`config.mk`:
```
export PLATFORM = sky130hd
export DESIGN_NAME = cdl_match
export DESIGN_NICKNAME = d
export VERILOG_FILES = /design/src/cdl_pkg.sv /design/src/cdl_match.sv
export SDC_FILE = /design/constraint.sdc
export NUM_CORES = 1
export LEC_CHECK = 0
export BUFFER_PORTS_ARGS = -buffer_cell sky130_fd_sc_hd__clkbuf_2
export CAP_MARGIN = 20
export CORE_MARGIN = 4
export CORE_UTILIZATION = 29
export DETAILED_ROUTE_END_ITERATION = 6
export GPL_ROUTABILITY_DRIVEN = 0
export PLACE_DENSITY = 0.89
export SLEW_MARGIN = 20
export SYNTH_ARGS = -nofsm -noshare
export SYNTH_HDL_FRONTEND = slang
export SYNTH_SLANG_ARGS = --single-unit
```
`constraint.sdc`:
```
create_clock -name vclk -period 1.59
set_clock_uncertainty 0.1 [all_clocks]
set_input_delay 0 -clock vclk [all_inputs]
set_output_delay 0 -clock vclk [all_outputs]
set_load 0.02 [all_outputs]
```
`src/cdl_pkg.sv`:
```
// Package for the connection demultiplex lookup block.
// Holds field widths, command and result codes, and the shared structs.
// No dependencies.
`default_nettype none

package cdl_pkg;

  localparam int unsigned CMD_W        = 2;
  localparam int unsigned SLOT_FIELD_W = 4;
  localparam int unsigned POS_FIELD_W  = 3;
  localparam int unsigned FILL_W       = 4;
  localparam int unsigned PORT_W       = 16;
  localparam int unsigned IP_W         = 32;
  localparam int unsigned KIND_W       = 2;

  typedef enum logic [CMD_W-1:0] {
    CMD_LOOKUP   = 2'd0,
    CMD_WR_SLOT  = 2'd1,
    CMD_WR_PEND  = 2'd2,
    CMD_SET_RING = 2'd3
  } cmd_t;

  typedef enum logic [KIND_W-1:0] {
    KIND_ESTABLISHED = 2'd0,
    KIND_HALF_OPEN   = 2'd1,
    KIND_LISTENER    = 2'd2,
    KIND_NONE        = 2'd3
  } kind_t;

  // Local port plus remote endpoint, used both as a search key and as table contents.
  typedef struct packed {
    logic [PORT_W-1:0] local_port;
    logic [IP_W-1:0]   peer_ip;
    logic [PORT_W-1:0] peer_udp_port;
  } key_t;

  // Status of the shared compare unit.
  typedef struct packed {
    logic port_eq;
    logic peer_eq;
  } match_flags_t;

endpackage

`default_nettype wire

```
`src/cdl_match.sv`:
```
// Shared compare unit: checks a candidate entry against the search key.
// Depends on cdl_pkg for key_t and match_flags_t.
`default_nettype none

module cdl_match (
  input  cdl_pkg::key_t         key,
  input  cdl_pkg::key_t         cand,
  output cdl_pkg::match_flags_t flags
);

  assign flags.port_eq = (key.local_port == cand.local_port);
  assign flags.peer_eq = (key.peer_ip == cand.peer_ip) &&
                         (key.peer_udp_port == cand.peer_udp_port);

endmodule

`default_nettype wire

```
## Yosys cells after proc, flatten, opt, wreduce, memory -nomap -nowiden

Index checks and enable logic that the tools add are counted.

- Equality and inequality tests: 3
- Reduce and logical (&&, ||, !) cells: 1

Operators by type and width:

| cell | number |
|---|---|
| 16-bit == test | 2 |
| 32-bit == test | 1 |
| 1-bit logical AND | 1 |

- Bits in registers: 0
- Input bits: 128
- Output and inout port bits: 2
- Word-level logic and storage cells: 4

## Logic depth before layout (Yosys ltp)

- Word-level depth: 2
- Mapped depth: 4
- Gate-level depth less buffers: 4

## Least setup slack after synthesis

No wires, ideal clock.

- Path type: in2out
- Start point: input port cand[60] (netlist bit)
- End point: output port flags[1] (netlist bit)
- Data arrival time: 0.961 ns
- Required time: 1.490 ns
- Slack: 0.529 ns
- Stages: 3
- Path buffers: 0
- Path through: xnor2_1 > nand4_1 > nor4_1

RTL lines:

| what | line | source |
|---|---|---|
| from (decl) | cdl_match.sv:7 | `input cdl_pkg::key_t cand,` |
| to (decl) | cdl_match.sv:8 | `output cdl_pkg::match_flags_t flags` |

==> impl_metrics.env <==
export IMPL_crit_type="primary input to output pin"
export IMPL_seq_power_share_pct=0
export IMPL_min_delay_start="key[58]"
export IMPL_vdd_ir_drop_max_uv=137
export IMPL_worst_slack_ns=0.425
export IMPL_nets=345
export IMPL_first_pass_iters=4
export IMPL_period_share_pct=73.3
export IMPL_hold_end="flags[1]"
export IMPL_yosysTopAreaCellShare_pct=60.4
export IMPL_whs_path_depth=5
export IMPL_first_global_vias=1270
export IMPL_synth_fa_ha_area_share_pct=0
export IMPL_synth_compound_area_share_pct=0
export IMPL_std_cell_rows=17
export IMPL_grt_max_degree=2
export IMPL_slew_violations=0
export IMPL_p_sw_share_pct=38.4
export IMPL_synth_fp_nets=213
export IMPL_cap_violations=0
export IMPL_cp_max_fo=1
export IMPL_combPwrFrac_pct=100.0
export IMPL_start_kind="primary input"
export IMPL_cts_resized=0
export IMPL_cp_arrival_ns=1.07
export IMPL_timing_fmax_ghz=0.858
export IMPL_synth_area_leaders="xor2_1 (60%), xnor2_1 (20%), nor4_1 (12%)"
export IMPL_p_leak_nw=0.788
export IMPL_powerDensity_nw_per_um2=229
export IMPL_status="complete, no violations"
export IMPL_post_cts_buffers=0
export IMPL_syn2layout_area_growth_pct=98.6
export IMPL_setup_violations=0
export IMPL_stdcell_count=243
export IMPL_cp_required_ns=1.49
export IMPL_drive_above_1_share_pct=60.9
export IMPL_start_util_pct=30.9
export IMPL_p_clk_share_pct=0
export IMPL_via_count=1098
export IMPL_synthMuxAreaShare_pct=0
export IMPL_synthCells=85
export IMPL_dieArea_sq_um=3250
export IMPL_seq_cell_count=0
export IMPL_worstMarginPinSlew_ns=0.255
export IMPL_avgSynthCellArea_sq_um=8.18
export IMPL_hold_viol_final=0
export IMPL_drc=0
export IMPL_cpMostUsedCell="clkbuf_2"
export IMPL_dp_slack_ns=0.372
export IMPL_finalPower_w=0.000317
export IMPL_power_switching_w=0.000122
export IMPL_cts_hold_buf=0
export IMPL_die_w_microns=57.0
export IMPL_grt_pass1_wl_mm=4.80
export IMPL_die_h_microns=57.0
export IMPL_synth_xor_area_share_pct=80.6
export IMPL_netlist_area_sq_um=696
export IMPL_regArea_sq_um=0
export IMPL_dp_cells=243
export IMPL_min_period_ns=1.17
export IMPL_vias_per_cell=4.52
export IMPL_n_antenna_cell=0
export IMPL_coreArea_sq_um=2250
export IMPL_antenna_found_initial=0
export IMPL_ant_nets=0
export IMPL_drt_initial_drc_count=6
export IMPL_setup_tns_final_ns=0
export IMPL_wirelength_mm=3.00
export IMPL_dpl_hpwl_mm=3.01
export IMPL_hp_class="primary input to output pin"
export IMPL_ys_warn_count=0
export IMPL_io_pins=130
export IMPL_rsz0062_at_grt="false"
export IMPL_wire_per_inst_microns=12.3
export IMPL_cp_end_kind="output pin"
export IMPL_relSlewSlack_pct=82.8
export IMPL_ys_seq_area_share_pct=0
export IMPL_num_fill_cells=221
export IMPL_synth_simple_gate_area_share_pct=19.4
export IMPL_ys_types=5
export IMPL_synth_top_cell_by_area="xor2_1"
export IMPL_p_int_w=0.000195
export IMPL_slowest_delay_ns=0.27
export IMPL_clock_buffers=0
export IMPL_worstPathCellList="clkbuf_2, xor2_1, nor4_1, nand4_1, nor3_2, clkbuf_2"
export IMPL_overflow=0
export IMPL_grt_use_total_pct=17.7
export IMPL_port_buffers=130
export IMPL_critPathSlowestCell="nor4_1"
export IMPL_synth_top_family_by_area="XOR/XNOR gates"
[placed cells by master, fill, tap and decap left out]
cell type  count
clkbuf_2     130
xnor2_1       16
nor4_1        13
xor2_1        48
nand4_1        7
nor3_2         1
[power by group through the flow]
stage | combinational, W | clock [W] | sequential [W]
floorplan | 0.000124 | 0 | 0
global placement | 0.000313 | 0 | 0
detailed placement | 0.000320 | 0 | 0
CTS | 0.000322 | 0 | 0
global route | 0.000354 | 0 | 0
finish | 0.000317 | 0 | 0
[layer usage]
| metal | global-route usage [%] | up-vias | share of wire, % |
|---|---|---|---|
| met2 | 37.5 | 82 | 54 |
| met1 | 15.2 | 458 | 26 |
| li1 | - | 556 | - |
| met4 | 0.993 | 0 | 0.47 |
| met3 | 8.37 | 2 | 19 |
| met5 | 0 | - | 0 |
[Yosys cell counts]
cell	number
xor2_1	48
nor3_2	1
nand4_1	7
nor4_1	13
xnor2_1	16
[cell families (layout without fill, tap and decap cells)]
group	Yosys count	after routing
XOR/XNOR	64	64
AND/OR/NAND/NOR	21	21
buffers and inverters	0	130
[critical path, delay by kind of cell]
kind          cells  cell delay [ns]
xor+xnor          1             0.17
buf+inv           2             0.28
simple gates      3             0.62
[worst max path at each step]
stage,start,endpoint,slack [ns],cells after the start
after floorplan,cand[60],flags[1],0.53,3
after global placement,cand[18],flags[0],0.31,6
after detailed placement,cand[18],flags[0],0.37,6
after CTS,cand[18],flags[0],0.37,6
after global routing,cand[45],flags[0],0.31,6
final,cand[18],flags[0],0.42,6
[layout make-up]
class	instances	area [sq um]	share of cell area (%)
Multi-Input combinational cell	85	696	50.4
Timing Repair Buffer	130	651	47.1
Tap cell	28	35.0	2.54
[metrics by stage]
step                util [%]  hold WS (ns)  cell area, sq um
global placement        61.3         0.297              1380
CTS                     61.3         0.304              1380
finish                  61.3         0.302              1380
floorplan                  -        0.0887               696
detailed placement      61.3         0.304              1380
global route            61.3         0.316              1380
Note: power is estimated with default switching activity, not from simulation.
