--- src/cdl_pkg.sv ---
// Package for the connection demultiplex lookup block.
// Holds field widths, command and result codes, and the shared structs.
// No dependencies.
`default_nettype none

package cdl_pkg;

  localparam int unsigned CMD_W        = 2;
  localparam int unsigned SLOT_FIELD_W = 4;
  localparam int unsigned POS_FIELD_W  = 3;
  localparam int unsigned FILL_W       = 4;
  localparam int unsigned PORT_W       = 16;
  localparam int unsigned IP_W         = 32;
  localparam int unsigned KIND_W       = 2;

  typedef enum logic [CMD_W-1:0] {
    CMD_LOOKUP   = 2'd0,
    CMD_WR_SLOT  = 2'd1,
    CMD_WR_PEND  = 2'd2,
    CMD_SET_RING = 2'd3
  } cmd_t;

  typedef enum logic [KIND_W-1:0] {
    KIND_ESTABLISHED = 2'd0,
    KIND_HALF_OPEN   = 2'd1,
    KIND_LISTENER    = 2'd2,
    KIND_NONE        = 2'd3
  } kind_t;

  // Local port plus remote endpoint, used both as a search key and as table contents.
  typedef struct packed {
    logic [PORT_W-1:0] local_port;
    logic [IP_W-1:0]   peer_ip;
    logic [PORT_W-1:0] peer_udp_port;
  } key_t;

  // Status of the shared compare unit.
  typedef struct packed {
    logic port_eq;
    logic peer_eq;
  } match_flags_t;

endpackage

`default_nettype wire

--- src/cdl_slot_mem.sv ---
// Connection slot table: valid and listen bits in flops, endpoint fields in a memory.
// Depends on cdl_pkg for key_t.
`default_nettype none

module cdl_slot_mem #(
  parameter int unsigned CONNECTIONS = 16,
  localparam int unsigned SLOT_W     = $clog2(CONNECTIONS)
) (
  input  logic              clk,
  input  logic              rst_n,
  input  logic              wr_en,
  input  logic [SLOT_W-1:0] wr_idx,
  input  logic              wr_valid,
  input  logic              wr_listening,
  input  cdl_pkg::key_t     wr_key,
  input  logic [SLOT_W-1:0] rd_idx,
  output cdl_pkg::key_t     rd_key_r,
  output logic              rd_valid_r,
  output logic              rd_listening_r
);

  cdl_pkg::key_t    mem [CONNECTIONS];
  logic [CONNECTIONS-1:0] valid_r;
  logic [CONNECTIONS-1:0] listening_r;

  always_ff @(posedge clk) begin
    if (!rst_n) begin
      valid_r     <= '0;
      listening_r <= '0;
    end else if (wr_en) begin
      valid_r[wr_idx]     <= wr_valid;
      listening_r[wr_idx] <= wr_listening;
    end
  end

  always_ff @(posedge clk) begin
    if (wr_en) begin
      mem[wr_idx] <= wr_key;
    end
    rd_key_r <= mem[rd_idx];
  end

  // Flag reads are registered alongside the memory read so they line up.
  always_ff @(posedge clk) begin
    if (!rst_n) begin
      rd_valid_r     <= 1'b0;
      rd_listening_r <= 1'b0;
    end else begin
      rd_valid_r     <= valid_r[rd_idx];
      rd_listening_r <= listening_r[rd_idx];
    end
  end

endmodule

`default_nettype wire

--- config.mk ---
export PLATFORM = sky130hd
export DESIGN_NAME = cdl_slot_mem
export DESIGN_NICKNAME = d
export VERILOG_FILES = /design/src/cdl_pkg.sv /design/src/cdl_slot_mem.sv
export SDC_FILE = /design/constraint.sdc
export NUM_CORES = 1
export LEC_CHECK = 0
export ABC_AREA = 0
export ABC_CLOCK_PERIOD_IN_PS = 6600
export BUFFER_PORTS_ARGS = -buffer_cell sky130_fd_sc_hd__buf_2
export CAP_MARGIN = 10
export CORE_MARGIN = 2
export CORE_UTILIZATION = 60
export DETAILED_ROUTE_END_ITERATION = 10
export PLACE_DENSITY = 0.77
export REMOVE_ABC_BUFFERS = 1
export SYNTH_ARGS = -nofsm -noshare
export SYNTH_HDL_FRONTEND = slang
export SYNTH_SLANG_ARGS = --single-unit
--- constraint.sdc ---
create_clock -name clk -period 6.6 [get_ports clk]
set_input_delay 0 -clock clk [delete_from_list [all_inputs] [get_ports clk]]
set_output_delay 0 -clock clk [all_outputs]
set_load 0.1 [all_outputs]
# After elaboration in Yosys (flattened, before gate mapping)
# Memories as Yosys holds them, arrays and structs flattened. A register that Yosys moved wholly into a read port is not among the register bits.
# Cells that the tools add are included.
# word_totals
ff_bits,34
latchBits,0
mem_bits_rw,1024
mem_bits_ro,0
output_inout_bits,66
memories,1
# op_classes
add_sub_neg,0
multipliers,0
div,0
n_lt_le_gt_ge,3
eq_ne,0
shift,0
mux,10
bitwise_logic,0
reduce_logical,1
# memory_table
name,depth,width,read_ports,rd_clocked_by_memory_dff,write_ports,line,text
mem,16,64,1,1,1,cdl_slot_mem.sv:22,cdl_pkg::key_t mem [CONNECTIONS];
# op_table
cell,count
$bwmux W16,2
$lt A4 B5 Y1 const B,2
$bmux W1 S4,2
$mux W1,5
$demux W1 S4,1
$ge A4 B1 Y1 const B,1
$logic_and A1 B1 Y1,1

# Depth between registers and ports, before layout
# Gate-level depths: netlist of the first run.
# depth
depth_word,5
ltp_mapped,8

# Least setup slack after synthesis of the first run
# Ideal clock, no wire load.
# synth_path
path_kind,input port to flip-flop
from,input wr_idx[2]
to,register listening_r[9]
setup_ps,122
arrival_time_ps,5278
required_time_ps,6478
slack_ps,1200
cell_stages,4
n_path_buf,0
cell_sequence,nand2b_1 -> nor3_1 -> mux2i_1 -> nor2b_1
# synth_between
elab_chain_cells,5
# synth_lines
element,line,text
from (decl),cdl_slot_mem.sv:12,"input logic [SLOT_W-1:0] wr_idx,"
$lt A4 B5 Y1 (implied by the code) / $ge A4 B1 Y1 (equally long branches),cdl_slot_mem.sv:32,listening_r[wr_idx] <= wr_listening;
$logic_and A1 B1 Y1 (implied by the code),cdl_slot_mem.sv:32,
$mux W1 (implied by the code),cdl_slot_mem.sv:32,
$demux W1 S4 *,cdl_slot_mem.sv:32,
$bwmux W16 *,cdl_slot_mem.sv:32,
"to (signal, indexed assignment)",cdl_slot_mem.sv:32,
to (decl),cdl_slot_mem.sv:24,logic [CONNECTIONS-1:0] listening_r;
# Every way passes the cells marked *; elsewhere a longest branch is shown, timed or not.
# A chain may end at the register's enable or synchronous reset.

# Worst setup path after layout of the first run
# layout_path
from,input wr_idx[2]
to,register valid_r[10]
# layout_between
elab_chain_cells,5
# layout_lines
element,line,text
$lt A4 B5 Y1 (implied by the code) / $ge A4 B1 Y1 (equally long branches),cdl_slot_mem.sv:31,valid_r[wr_idx] <= wr_valid;
$logic_and A1 B1 Y1 (implied by the code),cdl_slot_mem.sv:31,
$mux W1 (implied by the code),cdl_slot_mem.sv:31,
$demux W1 S4 *,cdl_slot_mem.sv:31,
$bwmux W16 *,cdl_slot_mem.sv:31,
"to (signal, indexed assignment)",cdl_slot_mem.sv:31,
to (decl),cdl_slot_mem.sv:23,logic [CONNECTIONS-1:0] valid_r;
# Marked as above.

==> metrics.md, run 1 <==
| Metric | Value |
|---|---|
| Longest Clk Path Bufs | 3 |
| RSZ-0062 raised after global routing | false |
| CP arrival | between 3000 and 4000 ps |
| Crit path max fanout | 51 |
| Post-DR wirelength/cell | between 30 and 40 µm |
| Post-CTS setup buffer count | 0 |
| Max-cap violation count | 0 |
| Mux cell area share after synthesis | 0.149 |
| Row count | 95 |
| Min Hold Slack | 128 ps |
| Crit share post-route | 0.445 |
| XOR/XNOR share of the synthesized area | 0 |
| Number of I/O pins | 143 |
| Layout cell share with drive strength beyond 1 | 0.281 |
| Post-place instance area | 42900 µm² |
| CTS tree | built |
| Seq. cell area | 32700 µm² |
| Initial Utilization | 0.609 |
| Die Height | 266 µm |
| Chip width | 266 µm |
| Utilization after layout | 0.698 |
| Final Instance Area | 47100 µm² |
| Register area share after synthesis | 0.796 |
| DRT Pass-1 Iters | 5 |
| Startpoint Class | primary input |
| Largest family of logic cells by synthesized area | multiplexers |
| DPL Wire Length | ~43000 µm |
| # DRC | 0 |
| Worst setup slack after layout | 3660 ps |
| PD cells | 320 nW/µm² |
| Area of the multi-input gates | ~8000 µm² |
| H-tree Lvls | 3 |
| Top cell type by total area after synthesis | edfxtp_1 |
| FMAX | 341 MHz |
| Simple-gate area share of the yosys netlist | 0.0158 |
| Initial antenna violation count | 4 |
| Cells after Synth | 1815 |
| TNS Setup | 0 ps |
| Fin. max-slew vios | 0 |
| CORE AREA | 67500 µm² |
| Post-DRT Antenna Nets | 0 |
| Vias | 19.9k |
| GPL Wtd Cong | 0.756 |
| Flops & latches, synth | 1122 |
| Worst setup EP type | flop |
| TritonCTS buffer count | 107 |
| Vias in the first global route | a little over 20k |
| Worst Tran Pin Value | 1160 ps |
| Min Tclk post-route | 2940 ps |
| Worst slew margin | 0.228 |
| Netlist cell types | 24 |
| First-pass GRT wire length | 134000 µm |
| Crit path kind | in -> reg |
| Filler Cell Count | slightly below 4k |
| Final setup viols | 0 |
| Drt first-iter violations | 2559 |
| Worst Hold Class | in -> reg |
| Syn Area/Cell | 22.7 µm² |
| Post-Synth Adder-Cell Area | 0 |
| Final-stage net count | 2160 |
| Synthesis warning total | 0 |
| Max VDD drop | 0.000208 V |
| Wire length on met1 | 34600 µm |
| Routed wire length | 91500 µm |
| Grt total ovfl | 0 |
| Synth Cell Area | 41100 µm² |
| Die ar. | 70600 µm² |
| Largest net degree at the start of global routing | approximately 160 |
| Met3 wire len | 8170 µm |
| P_leak | 0.0154 µW |
| Clock Latency Late Sink | between 600 and 700 ps |
| Total track usage | 0.262 |
| Top routing layer used | met5 |
| Final Hold Fails | 0 |
| Synth top area cells | edfxtp_1 (75%), mux4_2 (14%), dfxtp_1 (4.8%) |
| CTS root buf | clkbuf_16 |
| Via density | 6.53 |
| Syn-to-layout area delta | 14.6% |
| DP Worst Slack | 3980 ps |
| Req. time, crit path | a little over 7000 ps |
| Worst-path clk slew | 70 ps |
| Synth Area in Compound Gates | 0.0284 |
| Status | complete, no violations |
| PortBufs | about 140 |
| Post-route clock skew | between 20 and 25 ps |
| Clk sinks | ~1.1k |
| Post-synth top area share | 0.748 |
| Met2 routed wirelength | 46500 µm |
area by class of cell:
class                   instances  area share
diodes                          2    0.000106
clock buffers                 149      0.0647
clock inverters                51     0.00935
inverters                       6    0.000637
multi-input cells             594       0.170
flip-flops and latches       1122       0.694
well taps                     873      0.0232
repair buffers                252      0.0377
critical path: stages:
cell	delay [ps]
dlygate4sd3_1	540
buf_2	160
nand2b_1	310
nor2_4	640
buf_4	970
nand2_1	100
a21boi_0	190
dlygate4sd3_1	570
sequential cells by signal, summed over array words and instances (netlist names):
name / count
rd_valid_r: 1
rd_listening_r: 1
rd_key_r: 64
mem: 1024
listening_r: 16
valid_r: 16
kinds of logic (layout without fill, tap and decap cells):
logic type             Yosys count  in the layout
AOI/OAI and AO/OA              160            160
buffers and inverters           99            458
DFF                           1122           1122
muxes                          290            290
other                            0              2
and+or+nand+nor                144            144
worst paths after layout:
check | from | to | slack [ps] | cells after the start
worst max-delay path | wr_idx[2] | valid_r[10] | 3660 | 8
worst min-delay path | rd_idx[1] | rd_key_r[30] | 130 | 4
worst max register to register | valid_r[1] | rd_valid_r | 5030 | 5
worst min register to register | listening_r[11] | listening_r[11] | 500 | 2
placed cells by master, fill, tap and decap left out, types with 8 or more instances in the layout:
| cell | synthesis | routed |
|---|---|---|
| edfxtp_1 | 1024 | 1024 |
| nand2_1 | 87 | 87 |
| clkbuf_8 | 0 | 8 |
| dlygate4sd3_1 | 0 | 77 |
| clkbuf_1 | 50 | 27 |
| buf_4 | 0 | 31 |
| dfxtp_1 | 98 | 98 |
| clkbuf_16 | 0 | 113 |
| nand3_1 | 10 | 10 |
| clkinv_1 | 0 | 13 |
| nor2b_1 | 22 | 20 |
| mux4_2 | 256 | 256 |
| a21boi_0 | 14 | 14 |
| clkinv_2 | 0 | 29 |
| mux2i_1 | 34 | 34 |
| o21ai_0 | 12 | 12 |
| buf_2 | 27 | 140 |
| a22oi_1 | 132 | 132 |
layer usage:
| layer | GRT usage | up-vias |
|---|---|---|
| li1 | - | 8174 |
| met1 | 0.368 | 10500 |
| met2 | 0.431 | 1124 |
| met3 | 0.0455 | 154 |
| met4 | 0.0790 | 8 |
| met5 | 0 | - |
synth_stat cells:
master / instances
buf_8: 1
mux4_2: 256
dfxtp_1: 98
nor3_1: 4
clkbuf_1: 50
a22oi_1: 132
edfxtp_1: 1024
inv_1: 6
mux2i_1: 34
or3_1: 4
nor2_1: 8
nor2b_1: 22
nand2_1: 87
nand2b_1: 4
nand3b_1: 2
a21boi_0: 14
and2_1: 1
o21ai_0: 12
o22ai_1: 2
nand3_1: 10
or4_1: 2
buf_6: 8
buf_2: 27
buf_1: 7
repair_timing:
action	4_1_cts	5_1_grt
gates resized for setup	0	0
hold buffers	77	0
hold endpoints to repair	1063	0
through the flow:
step | total power [µW] | std cells
6_report | 15100 | 3049
5_1_grt | 15500 | 3047
4_1_cts | 15200 | 3047
3_5_place_dp | 9160 | 2770
3_3_place_gp | 9130 | 2770
2_1_floorplan | 8780 | 1722
report_power, final:
group	switching, µW	internal [µW]	total [µW]
logic	757	307	1060
registers	55.6	7930	7990
clock network	2540	3500	6040
total	3360	11700	15100
(Power assumes the default switching activity.)
==> run 2: changes to the inputs <==
Settings changed: ABC_CLOCK_PERIOD_IN_PS 6600 to 3000.
Clock period 6.6 ns to 3 ns, I/O delays scaled along.
==> metrics.md, run 2 (same netlist as run 1, synthesis figures left out) <==
| Metric | Value |
|---|---|
| Status | complete, no violations |
| Crit path max fanout | 31 (-39%) |
| Grt total ovfl | 0 (unchanged) |
| Utilization after layout | 0.706 (+0.00836) |
| Layout cell share with drive strength beyond 1 | 0.291 (+0.00995) |
| Slowest CP cell | clkinv_2 |
| Row count | 95 (unchanged) |
| Crit path kind | in -> reg |
| Crit-path max cell delay | 590 ps (-380 ps) |
| Startpoint Class | primary input |
| Post-place instance area | 43200 µm² (+0.88%) |
| Max VDD drop | 0.000505 V (+140%) |
| TritonCTS buffer count | 105 (-1.9%) |
| Post-route clock skew | 30.2 ps (+8.97 ps) |
| Die ar. | 70600 µm² (unchanged) |
| R2R depth | 5 (unchanged) |
| Clock power frac | 0.411 (+0.011) |
| Via density | 6.61 (+1.3%) |
| FMAX | 418 MHz |
| Critical path, cell by cell | dlygate4sd3_1 > buf_2 > nand2b_1 > or3_1 > clkinv_2 > buf_4 |
| Initial Utilization | 0.609 (unchanged) |
| Comb power frac | 0.071 (about the same) |
| Chip width | 266 µm (unchanged) |
| NetSw | 7490 µW (+120%) |
| Vias in the first global route | 21.6k (+4.3%) |
| Post-CTS setup buffer count | 0 (unchanged) |
| Fin. max-slew vios | 0 (unchanged) |
| Worst Hold Class | in -> reg |
| Longest Clk Path Bufs | 3 (unchanged) |
| Largest reg by FF count | mem |
| Worst Tran Pin Value | 989 ps (-169 ps) |
| Biggest regs | mem: 1024 flops, rd_key_r: 64 flops |
| Final Instance Area | 47700 µm² (+1.2%) |
| PD cells | 711 nW/µm² (+120%) |
| Final-stage net count | 2177 (+0.79%) |
| Initial antenna violation count | 7 (+3) |
| Post-DRT Antenna Nets | 0 (unchanged) |
| # DRC | 0 (unchanged) |
| Post-DR wirelength/cell | 31.0 µm (+3.4%) |
| CTS tree | built |
| Total track usage | 0.276 (+0.0136) |
| Worst-path clk slew | 60 ps (about the same) |
| GPL Wtd Cong | 0.800 (+5.9%) |
| PortBufs | 142 (unchanged) |
| Clock Latency Late Sink | 670 ps (about the same) |
| Max-cap violation count | 0 (unchanged) |
| CORE AREA | 67500 µm² (unchanged) |
| First-pass GRT wire length | 141000 µm (+5.4%) |
| Clk sinks | 1122 (unchanged) |
| Worst slew margin | 0.341 (+0.112) |
| DPL Wire Length | 44800 µm (+5.1%) |
| Pint | 26400 µW (+130%) |
| Final setup viols | 0 (unchanged) |
| Most common cell after layout, fill and taps aside | edfxtp_1 |
| Final Hold Fails | 0 (unchanged) |
| R2R setup slack | 1400 ps (-3630 ps) |
| Net Sw Frac | 0.221 (-0.00157) |
| Die Height | 266 µm (unchanged) |
| CP arrival | 2680 ps (-860 ps) |
| Hold Path End | valid_r[4] |
| Req. time, crit path | 3290 ps (-3910 ps) |
| Number of I/O pins | 143 (unchanged) |
| DRT Pass-1 Iters | 6 (+1) |
| Crit share post-route | 0.798 |
| P_leak | 0.0157 µW (+1.7%) |
| WHS Path Cells | 4 (unchanged) |
| Min Tclk post-route | 2390 ps |
| CTS root buf | clkbuf_16 |
| Filler Cell Count | 3775 (-4.2%) |
| Seq pwr share | 0.519 (-0.010) |
| Critical R2R Capture | rd_valid_r |
| Syn-to-layout area delta | 16.0% |
| RSZ-0062 raised after global routing | false |
| Vias | 20.3k (+1.8%) |
| Max reg flops | 1024 (unchanged) |
| Critical R2R Launch | valid_r[0] |
| Worst setup EP type | flop |
| Most frequent cells in the layout | edfxtp_1 (1024), mux4_2 (256), buf_2 (140) |
| Largest net degree at the start of global routing | 67 (-58%) |
| Routed wire length | 95100 µm (+3.9%) |
| Hold path startpoint | wr_idx[3] |
| Drt first-iter violations | 2676 (+4.6%) |
| H-tree Lvls | 3 (unchanged) |
-- run 2: what timing repair did --
action,in CTS,in global routing
endpoints found under the hold margin,1065,0
setup endpoints to repair,0,0
hold buffers,79,0
resized for setup,0,0
-- run 2: final cells by class --
class | instances | area (µm²) | share of cell area
clock buffers | 142 | 2990 | 0.0627
well taps | 873 | 1090 | 0.0229
flip-flops and latches | 1122 | 32700 | 0.686
multi-input cells | 594 | 8020 | 0.168
diodes | 2 | 5.00 | 0.000105
repair buffers | 271 | 2170 | 0.0456
clock inverters | 54 | 663 | 0.0139
inverters | 6 | 30.0 | 0.000630
-- run 2: how the worst max path moves through the flow --
stage                          end  slack (ps)       from
floorplan           listening_r[9]       -2400  wr_idx[2]
global placement        mem[8][41]         610  wr_idx[2]
detailed placement      mem[8][38]         530  wr_idx[3]
CTS                     mem[8][58]         660  wr_idx[2]
global route            mem[8][35]         540  wr_idx[2]
finish                  mem[8][58]         610  wr_idx[2]
-- run 2: per-stage QoR --
step | hold WS (ps) | total power [µW] | setup TNS, ps | worst slack (ps) | cells
finish | 66.1 | 33900 | 0 | 607 | 3064
detailed placement | 384 | 20200 | 0 | 527 | 2787
CTS | 6.94 | 34100 | 0 | 662 | 3062
global route | 68.8 | 34700 | 0 | 544 | 3063
global placement | 354 | 20100 | 0 | 607 | 2787
floorplan | 98.9 | 19300 | -794220 | -2400 | 1722
-- run 2: layer usage --
metal / track usage / vias up / routed length, µm
met1: 0.384 / 10600 / 35100
met2: 0.454 / 1266 / 48600
met4: 0.0847 / 12 / 2210
met5: 0 / - / 66
met3: 0.0516 / 166 / 9040
li1: - / 8210 / -
-- run 2: power by group through the flow --
stage | sequential (µW) | combinational, µW | clock (µW)
after global placement | 17900 | 2240 | 0
after CTS | 17600 | 2400 | 14100
final | 17600 | 2390 | 13900
after global routing | 17600 | 2500 | 14600
after detailed placement | 17900 | 2280 | 0
after floorplan | 18600 | 688 | 0
-- run 2: worst max-delay path, delay by kind of cell --
family                 cells  cell delay, ps
and+or+nand+nor            2             820
buffers and inverters      4            1850
